File: config.mk
export PLATFORM = sky130hd
export DESIGN_NAME = deadline_timer_queue
export DESIGN_NICKNAME = d
export VERILOG_FILES = /design/src/rtl/dtq_pkg.sv /design/src/rtl/dtq_store.sv /design/src/rtl/deadline_timer_queue.sv
export SDC_FILE = /design/constraint.sdc
export NUM_CORES = 2
export LEC_CHECK = 0
export BUFFER_PORTS_ARGS = -buffer_cell sky130_fd_sc_hd__buf_2
export CORE_AREA = 2 2 360 362
export CTS_CLUSTER_SIZE = 16
export DETAILED_ROUTE_END_ITERATION = 10
export DIE_AREA = 0 0 362 364
export HOLD_SLACK_MARGIN = 0.12
export PLACE_DENSITY_LB_ADDON = 0.15
export SETUP_SLACK_MARGIN = 0.02
export SLEW_MARGIN = 20
export SYNTH_ARGS = -nofsm -noshare
export SYNTH_HDL_FRONTEND = slang
export SYNTH_SLANG_ARGS = --single-unit
File: constraint.sdc
create_clock -name i_clk -period 16.5 [get_ports i_clk]
set_input_delay 1.65 -clock i_clk [delete_from_list [all_inputs] [get_ports i_clk]]
set_output_delay 1.65 -clock i_clk [all_outputs]
set_load 0.03 [all_outputs]
File: src/rtl/dtq_pkg.sv
package dtq_pkg;

    localparam int CAPACITY = 16;
    localparam int HANDLES  = 16;
    localparam int IDX_W    = $clog2(CAPACITY);
    localparam int CNT_W    = $clog2(CAPACITY + 1);
    localparam int HDL_W    = 4;
    localparam int TIME_W   = 48;
    localparam int TAG_W    = 32;
    localparam int DELAY_W  = 32;

    localparam logic [1:0] MODE_TICK  = 2'd0;
    localparam logic [1:0] MODE_ADD   = 2'd1;
    localparam logic [1:0] MODE_ABORT = 2'd2;

    localparam logic [2:0] KIND_ADDED    = 3'd0;
    localparam logic [2:0] KIND_FIRED    = 3'd1;
    localparam logic [2:0] KIND_ABORTED  = 3'd2;
    localparam logic [2:0] KIND_MISS     = 3'd3;
    localparam logic [2:0] KIND_FULL     = 3'd4;
    localparam logic [2:0] KIND_TICK_END = 3'd5;

    typedef struct packed {
        logic [1:0]         mode;
        logic [DELAY_W-1:0] delay_ms;
        logic [TAG_W-1:0]   task_tag;
        logic [HDL_W-1:0]   target_handle;
    } t_in;

    typedef struct packed {
        logic [2:0]       kind;
        logic [HDL_W-1:0] handle;
        logic [TAG_W-1:0] fired_tag;
        logic             last;
    } t_out;

    typedef struct packed {
        logic [TIME_W-1:0] due;
        logic [TAG_W-1:0]  tag;
        logic [HDL_W-1:0]  id;
    } t_entry;

    typedef struct packed {
        logic             wr_en;
        logic [IDX_W-1:0] wr_idx;
        logic             rm_en;
        logic [IDX_W-1:0] rm_pos;
        logic [IDX_W-1:0] rd_idx;
    } t_store_ctl;

    typedef enum logic [2:0] {
        S_IDLE,
        S_EXEC,
        S_START,
        S_SCAN,
        S_ASCAN,
        S_OUT
    } t_state;

endpackage

File: src/rtl/dtq_store.sv
module dtq_store import dtq_pkg::*; (
    input  logic       i_clk,
    input  t_store_ctl i_ctl,
    input  t_entry     i_wr_data,
    output t_entry     o_rd_data
);

    t_entry r_mem [CAPACITY];

    always_ff @(posedge i_clk) begin
        if (i_ctl.rm_en) begin
            for (int i = 0; i < CAPACITY - 1; i++) begin
                if (IDX_W'(i) >= i_ctl.rm_pos) begin
                    r_mem[i] <= r_mem[i + 1];
                end
            end
        end else if (i_ctl.wr_en) begin
            r_mem[i_ctl.wr_idx] <= i_wr_data;
        end
    end

    assign o_rd_data = r_mem[i_ctl.rd_idx];

endmodule

File: src/rtl/deadline_timer_queue.sv
// Deadline timer queue with 16 entries and 16 handles, time kept in 48-bit ticks.
// Requests are taken one at a time: o_in_stall stays high from acceptance until
// the last result of that request has been taken. An add or a missed abort goes
// from the execute state straight to the output handshake; a hit abort walks the
// age-ordered entry store one entry per cycle. A tick advances time by one, then
// for each fired entry and for the final check runs a serial minimum search
// through one due-time comparator. Results leave through an output register;
// removed entries are compacted in a single shift of all later entries.
module deadline_timer_queue import dtq_pkg::*; (
    input  logic i_clk,
    input  logic i_rst_n,
    input  logic i_in_valid,
    output logic o_in_stall,
    input  t_in  i_in_data,
    output logic o_out_valid,
    input  logic i_out_stall,
    output t_out o_out_data
);

    t_state             r_state, n_state;
    logic [TIME_W-1:0]  r_now, n_now;
    logic [CNT_W-1:0]   r_count, n_count;
    logic [HANDLES-1:0] r_ids, n_ids;
    logic [CNT_W-1:0]   r_idx, n_idx;

    t_in                r_req, n_req;
    t_out               r_out, n_out;
    logic [TIME_W-1:0]  r_best_due, n_best_due;
    logic [TAG_W-1:0]   r_best_tag, n_best_tag;
    logic [HDL_W-1:0]   r_best_id, n_best_id;
    logic [IDX_W-1:0]   r_best_pos, n_best_pos;

    t_store_ctl         ctl;
    t_entry             wr_data;
    t_entry             rd_data;
    logic [TIME_W-1:0]  sum;
    logic [TIME_W-1:0]  cmp_due;
    logic [HDL_W-1:0]   free_h;
    logic               scan_less;

    dtq_store u_store (
        .i_clk     (i_clk),
        .i_ctl     (ctl),
        .i_wr_data (wr_data),
        .o_rd_data (rd_data)
    );

    assign sum = r_now + ((r_req.mode == MODE_TICK) ? TIME_W'(1)
                                                    : TIME_W'(r_req.delay_ms));
    assign cmp_due   = (r_idx < r_count) ? rd_data.due : r_now;
    assign scan_less = cmp_due < r_best_due;

    always_comb begin
        free_h = '0;
        for (int k = HANDLES - 1; k >= 0; k--) begin
            if (!r_ids[k]) begin
                free_h = HDL_W'(k);
            end
        end
    end

    assign o_in_stall  = (r_state != S_IDLE);
    assign o_out_valid = (r_state == S_OUT);
    assign o_out_data  = r_out;

    always_comb begin
        n_state    = r_state;
        n_now      = r_now;
        n_count    = r_count;
        n_ids      = r_ids;
        n_idx      = r_idx;
        n_req      = r_req;
        n_out      = r_out;
        n_best_due = r_best_due;
        n_best_tag = r_best_tag;
        n_best_id  = r_best_id;
        n_best_pos = r_best_pos;
        ctl        = '0;
        ctl.rd_idx = r_idx[IDX_W-1:0];
        ctl.wr_idx = r_count[IDX_W-1:0];
        wr_data.due = sum;
        wr_data.tag = r_req.task_tag;
        wr_data.id  = free_h;

        unique case (r_state)
            S_IDLE: begin
                if (i_in_valid) begin
                    n_req   = i_in_data;
                    n_state = S_EXEC;
                end
            end
            S_EXEC: begin
                unique case (r_req.mode)
                    MODE_TICK: begin
                        n_now   = sum;
                        n_state = S_START;
                    end
                    MODE_ADD: begin
                        n_state = S_OUT;
                        n_out   = '{kind: KIND_FULL, handle: '0, fired_tag: '0, last: 1'b1};
                        if (r_count < CNT_W'(CAPACITY) && !(&r_ids)) begin
                            ctl.wr_en = 1'b1;
                            n_count   = r_count + CNT_W'(1);
                            n_ids     = r_ids | (HANDLES'(1) << free_h);
                            n_out.kind   = KIND_ADDED;
                            n_out.handle = free_h;
                        end
                    end
                    MODE_ABORT: begin
                        if (r_ids[r_req.target_handle]) begin
                            n_idx   = '0;
                            n_state = S_ASCAN;
                        end else begin
                            n_out   = '{kind: KIND_MISS, handle: '0, fired_tag: '0, last: 1'b1};
                            n_state = S_OUT;
                        end
                    end
                    default: begin
                        n_state = S_IDLE;
                    end
                endcase
            end
            S_START: begin
                ctl.rd_idx = '0;
                if (r_count == '0) begin
                    n_out   = '{kind: KIND_TICK_END, handle: '0, fired_tag: '0, last: 1'b1};
                    n_state = S_OUT;
                end else begin
                    n_best_due = rd_data.due;
                    n_best_tag = rd_data.tag;
                    n_best_id  = rd_data.id;
                    n_best_pos = '0;
                    n_idx      = CNT_W'(1);
                    n_state    = S_SCAN;
                end
            end
            S_SCAN: begin
                if (r_idx < r_count) begin
                    if (scan_less) begin
                        n_best_due = rd_data.due;
                        n_best_tag = rd_data.tag;
                        n_best_id  = rd_data.id;
                        n_best_pos = r_idx[IDX_W-1:0];
                    end
                    n_idx = r_idx + CNT_W'(1);
                end else if (scan_less) begin
                    n_out   = '{kind: KIND_TICK_END, handle: '0, fired_tag: '0, last: 1'b1};
                    n_state = S_OUT;
                end else begin
                    ctl.rm_en  = 1'b1;
                    ctl.rm_pos = r_best_pos;
                    n_count    = r_count - CNT_W'(1);
                    n_ids      = r_ids & ~(HANDLES'(1) << r_best_id);
                    n_out      = '{kind: KIND_FIRED, handle: r_best_id,
                                   fired_tag: r_best_tag, last: 1'b0};
                    n_state    = S_OUT;
                end
            end
            S_ASCAN: begin
                if (r_idx >= r_count) begin
                    n_out   = '{kind: KIND_MISS, handle: '0, fired_tag: '0, last: 1'b1};
                    n_state = S_OUT;
                end else if (rd_data.id == r_req.target_handle) begin
                    ctl.rm_en  = 1'b1;
                    ctl.rm_pos = r_idx[IDX_W-1:0];
                    n_count    = r_count - CNT_W'(1);
                    n_ids      = r_ids & ~(HANDLES'(1) << r_req.target_handle);
                    n_out      = '{kind: KIND_ABORTED, handle: r_req.target_handle,
                                   fired_tag: '0, last: 1'b1};
                    n_state    = S_OUT;
                end else begin
                    n_idx = r_idx + CNT_W'(1);
                end
            end
            S_OUT: begin
                if (!i_out_stall) begin
                    n_state = r_out.last ? S_IDLE : S_START;
                end
            end
            default: begin
                n_state = S_IDLE;
            end
        endcase
    end

    always_ff @(posedge i_clk) begin
        if (!i_rst_n) begin
            r_state <= S_IDLE;
            r_now   <= '0;
            r_count <= '0;
            r_ids   <= '0;
            r_idx   <= '0;
        end else begin
            r_state <= n_state;
            r_now   <= n_now;
            r_count <= n_count;
            r_ids   <= n_ids;
            r_idx   <= n_idx;
        end
    end

    always_ff @(posedge i_clk) begin
        r_req      <= n_req;
        r_out      <= n_out;
        r_best_due <= n_best_due;
        r_best_tag <= n_best_tag;
        r_best_id  <= n_best_id;
        r_best_pos <= n_best_pos;
    end

endmodule

Word level (Yosys, flattened, before mapping)
Memory sizes are Yosys's and may differ from the RTL's.
Index checks and enable logic that the tools add are counted.
{"block": "classes", "n_lt_le_gt_ge": 20, "n_reduce_logical": 18, "muxes": 136, "bitwise": 5, "addsub": 4, "n_eq_ne": 26, "shift": 3}
{"cell": "2-to-1 mux 40 bit", "n": 6}
{"cell": "2-to-1 mux 48 bit", "n": 4}
{"cell": "case mux 40 bit (4 select lines)", "n": 1}
{"cell": "2-to-1 mux 32 bit", "n": 4}
{"cell": "2-to-1 mux 16 bit", "n": 6}
{"cell": "2-to-1 mux 4 bit", "n": 24}
{"cell": "case mux 48 bit (2 select lines)", "n": 1}
{"cell": "2-to-1 mux 84 bit", "n": 1}
{"cell": "OR reduction 84 bit", "n": 1}
{"cell": "2-to-1 mux 5 bit", "n": 16}
{"cell": "case mux 40 bit (2 select lines)", "n": 1}
{"cell": "case mux 32 bit (2 select lines)", "n": 1}
{"cell": "2-to-1 mux 1 bit", "n": 54}
{"cell": "adder 48 x 32 -> 48 bit", "n": 1}
{"cell": "< comparator 48 bit", "n": 1}
{"cell": "case mux 16 bit (3 select lines)", "n": 1}
{"cell": "<< shifter 1 x 4 -> 16 bit, first input constant", "n": 3}
{"cell": "AND 16 bit", "n": 2}
{"cell": "inverter 16 bit", "n": 2}
{"cell": "greater-or-equal comparator 4 bit, first input constant", "n": 7}
{"cell": "inequality test 2 bit, second input constant", "n": 14}
{"cell": "case mux 5 bit (4 select lines)", "n": 1}
{"cell": "2-to-1 mux 3 bit", "n": 6}
{"cell": "case mux 3 bit (6 select lines)", "n": 1}
{"cell": "other kinds (39)", "n": 53}
{"block": "totals", "out_inout_bits": 42, "ram_bits": 1344, "elab_cells": 230, "ff_bits": 275, "n_memories": 1}
{"memory": "u_store.r_mem", "depth": 16, "word_bits": 84, "read_ports": 16, "rd_clocked_by_memory_dff": 0, "wr": 15, "line_no": "dtq_store.sv:8", "source": "t_entry r_mem [CAPACITY];"}

Longest topological paths before layout
{"block": "depth", "depth_word": 21, "ltp_mapped": 25}

Cells and area by module
From an unflattened synthesis, not the netlist that was laid out.
{"block": "hier_totals", "cells_unflattened": 5080, "hier_area_um2": 80661.1}
{"mod": "dtq_store", "cells_per_inst": 3591, "instances": 1, "area_each_um2": 65831.9}
{"mod": "deadline_timer_queue", "cells_per_inst": 1489, "instances": 1, "area_each_um2": 14829.2}

Worst setup path before layout
No wires, ideal clock.
{"block": "synth_timing", "path_type": "register to register", "from": "register r_idx[0]", "to": "memory u_store.r_mem[1][0] in the netlist's numbering, enable pin", "period_less_slack_ns": 12.066, "path_buffers": 7, "path_stages_with_launch": 24, "slack_ns": 4.434, "t_required_ns": 15.850, "arrival_ns": 11.416, "path_cell_list": "dfxtp_1 > buf_2 > buf_2 > buf_2 > inv_1 > clkbuf_1 > clkbuf_1 > ha_1 > nand2b_1 > a21oi_1 > or2_2 > a21oi_1 > clkbuf_1 > mux2_2 > ha_1 > nand4_1 > nor3_1 > nand4_1 > nor4_1 > a2bb2oi_1 > a211oi_1 > clkbuf_1 > o21ai_2 > o31ai_1"}
{"element": "start, declared", "line_no": "deadline_timer_queue.sv:24", "source": "logic [CNT_W-1:0] r_idx, n_idx;"}
{"element": "start signal, assigned", "line_no": "deadline_timer_queue.sv:198", "source": "r_idx <= n_idx;"}
{"element": "end, declared", "line_no": "dtq_store.sv:8"}

==> out/results.ini <==
[critical_path]
startpoint = r_idx[0]
crit_top_cell = buf_4
r2r-start = r_idx[0]
cp.required_ns = 16.93
critPathKind = reg -> reg
critPathLaunchType = flop
r2r-end = u_store.r_mem[6][21]
arrival_ns = 10.30
critical_path.max_stage_delay_ns = 0.87
crit_chain = inv_4 -> buf_4 -> ha_1 -> nand2b_1 -> a21oi_1 -> or2_2 -> a21oi_4 -> buf_4 -> mux2_2 -> ha_1 -> a211oi_1 -> o21ai_0 -> a221o_1 -> a221oi_1 -> a2bb2oi_1 -> a211oi_1 -> buf_4 -> a22oi_1 -> o21ai_2 -> o21ai_4 -> buf_4 -> buf_4
cpMaxStageDelayCell = a221oi_1
rr_worst_depth = 22
crit_path_end = u_store.r_mem[6][21]
critPathCaptureType = flop
crit_fanout = 50
r2r_slack_ns = 6.63

[min_path]
min-delay-start = r_best_tag[16]
hp-class = reg -> reg

[cts]
root_buffer = clkbuf_16
cts_num_sinks = 1619
path_clk_slew_ns = 0.06
clk_latency_ns = 0.83
cts_resized = 0
cts_buffer_depth = 3
ctsHoldBuffers = 0
cts_tree = built
htree_levels = 4
cts_setup_buffers = 0
cts_buffers = 169

[flow_run]
drv_cap = 0

[route]
avgRoutedWirePerCell_um = 27.62
drt-initial-drc-count = 9651
detail_route.vias_per_cell = 6.900
wl_mm = 260.8
dr.pass1.iters = 9
vias = 65160
drc_errors = 0
antenna_left = 0

[die]
die-area_um2 = 131800
initial_core_util = 0.6323
core_area_um2 = 128300
fp.dieH_um = 364
fp.dieW_um = 362
io_pins = 116
num_rows = 132

[grt]
grt_first_pass_wirelength_mm = 385.2
grt_max_degree = 145
overflow = 0
antenna_found_initial = 8
grtUsageTotal = 0.3883
grt_pass1_vias = 61300

[yosys]
yosysSeqAreaShare = 0.5897
ys.flop_type = edfxtp_1
synthesis.area_um2 = 81140
async_reset_ff_frac = 0
syn_area_per_cell_um2 = 10.30
yosys_warnings = 0
synth_cells = 7876
ys_seq_elements = 1619
synth_fp_nets = 8044
synth-edff-count = 1542
synth_cell_types = 84

[power]
p_leak_nw = 32.85
p_per_area_nw_per_um2 = 104.9
peakVddDrop_mv = 0.1117

[sta]
hold_viol = 0
fin_ws_ns = 6.630
relSlewSlack = 0.1889
skew_ns = 0.05568
fin_setup_tns_ns = 0
tightest_slew_ns = 1.212
finalMaxSlewViolations = 0
fmax_mhz = 101.3
min_period_ns = 9.870
rsz0062_at_grt = false
fin_crit_sh = 0.5982
setup_viol = 0

[place]
gp_congestion = 0.9200
io_buffers = 115
hpwl_mm = 145.9
dp.cells = 9138
dp_slack_ns = 7.010

[finish]
final_cells = 9444
area_growth_pct = 8.689
postLayoutCoreUtil = 0.6872
fin_nets = 7803
drive_above_1_share = 0.09937
fill_cells = 9546
diodes = 0

[status]
status = complete, no violations

flip-flops by register name, indices dropped and copies added (netlist names), 5 cells and up:
| signal | cells |
|---|---|
| r_ids | 16 |
| r_idx | 5 |
| o_out_data | 40 |
| u_store.r_mem | 1344 |
| r_req | 70 |
| r_count | 5 |
| r_now | 48 |
| r_best_due | 48 |
| r_best_tag | 32 |
synthesized netlist by cell type (14+ instances only):
library cell  number  area [um2]
a211o_1           48       420.4
a211oi_1         102       765.7
a21o_1            17       127.6
a21oi_1          321        1607
a221oi_1          72       630.6
a22o_1            94       823.3
a22oi_1          110       825.8
a31oi_1           24       150.1
a32oi_1           66       578.1
and2_1            45       281.5
buf_1             51       191.4
buf_2             16       80.08
clkbuf_1         600        2252
dfxtp_1           77        1541
edfxtp_1        1542       46300
ha_1              92        1151
inv_1            141       529.3
mux2_2           191        2151
mux2i_1          229        2292
nand2_1         2315        8690
nand2b_1          19       118.9
nand3_1           76       380.4
nand4_1           25       156.4
nor2_1           157       589.3
nor2b_1           44       275.3
nor3_1            53       265.3
nor4_1            14       87.58
o21a_1            14       105.1
o21ai_0          849        4249
o22ai_1          230        1439
or3_1             18       112.6
xnor2_1           28       245.2
xor2_1            21       183.9
critical path: cells and delay by family (launching register included):
kind / cells / cell delay, ns
AND/OR/NAND/NOR: 2 / 0.42
multiplexers: 1 / 0.41
AO/OA/AOI/OAI: 11 / 3.95
buffers and inverters: 6 / 3.43
flip-flops: 1 / 0.59
adder cells (fa/ha/maj): 2 / 0.53
routing by layer:
metal / vias to the layer above / routed length [um] / global-route usage
li1: 28090 / - / -
met1: 31170 / 94980 / 0.5242
met2: 5053 / 117700 / 0.6069
met3: 836 / 35380 / 0.08580
met4: 12 / 12620 / 0.1743
met5: - / 85 / 0
cell families after synthesis:
group	count (synthesis)	share of synthesized area
compound gates	2055	0.1561
xor+xnor	49	0.005289
fa+ha+maj	94	0.01468
buf+inv	813	0.03800
flops	1619	0.5897
mux	425	0.05614
simple gates	2821	0.1401
power by group:
part	internal (mW)	switching, mW
logic	0.263	0.639
registers	4.56	0.0984
clock network	2.05	1.63
total	6.88	2.37
final cells by class:
type,instances,area (um2),area share
Clock buffer,224,4488,0.05089
Timing Repair Buffer,258,1724,0.01955
Tap cell,1675,2096,0.02376
Multi-Input combinational cell,5444,30820,0.3495
Clock inverter,81,670.6,0.007604
Sequential cell,1619,47850,0.5426
Inverter,143,539.3,0.006115
metrics by stage:
stage / instance area, um2 / power (mW) / hold slack (ns)
finish: 88190 / 9.248 / 0.5041
detailed placement: 82970 / 5.611 / 0.4896
global placement: 82940 / 5.595 / 0.4734
floorplan: 81140 / 5.271 / 0.4511
CTS: 88130 / 9.218 / 0.4996
global route: 88190 / 9.456 / 0.5216
how the worst min path moves through the flow:
| stage | end | depth (start not counted) |
|---|---|---|
| after floorplan | r_now[17] | 2 |
| after global placement | r_idx[4] | 2 |
| after detailed placement | r_idx[4] | 2 |
| after CTS | r_idx[4] | 2 |
| after global routing | r_idx[4] | 2 |
| final | o_out_data[17] | 1 |
layout by cell type (no fill, tap or decap), types with 44 or more instances in the layout:
cell	count
clkbuf_16	171
nor2_1	138
o22ai_1	229
nor3_1	52
ha_1	92
a221oi_1	72
a22o_1	94
buf_2	115
edfxtp_1	1542
a211o_1	48
a211oi_1	102
inv_1	139
nand3_1	75
mux2i_1	229
clkbuf_1	52
a32oi_1	66
nand2_1	2305
o21ai_0	841
nor2b_1	44
dfxtp_1	76
a22oi_1	109
a21oi_1	319
buf_4	137
mux2_2	191
and2_1	44
No activity file was read; power rests on OpenSTA's default activity.
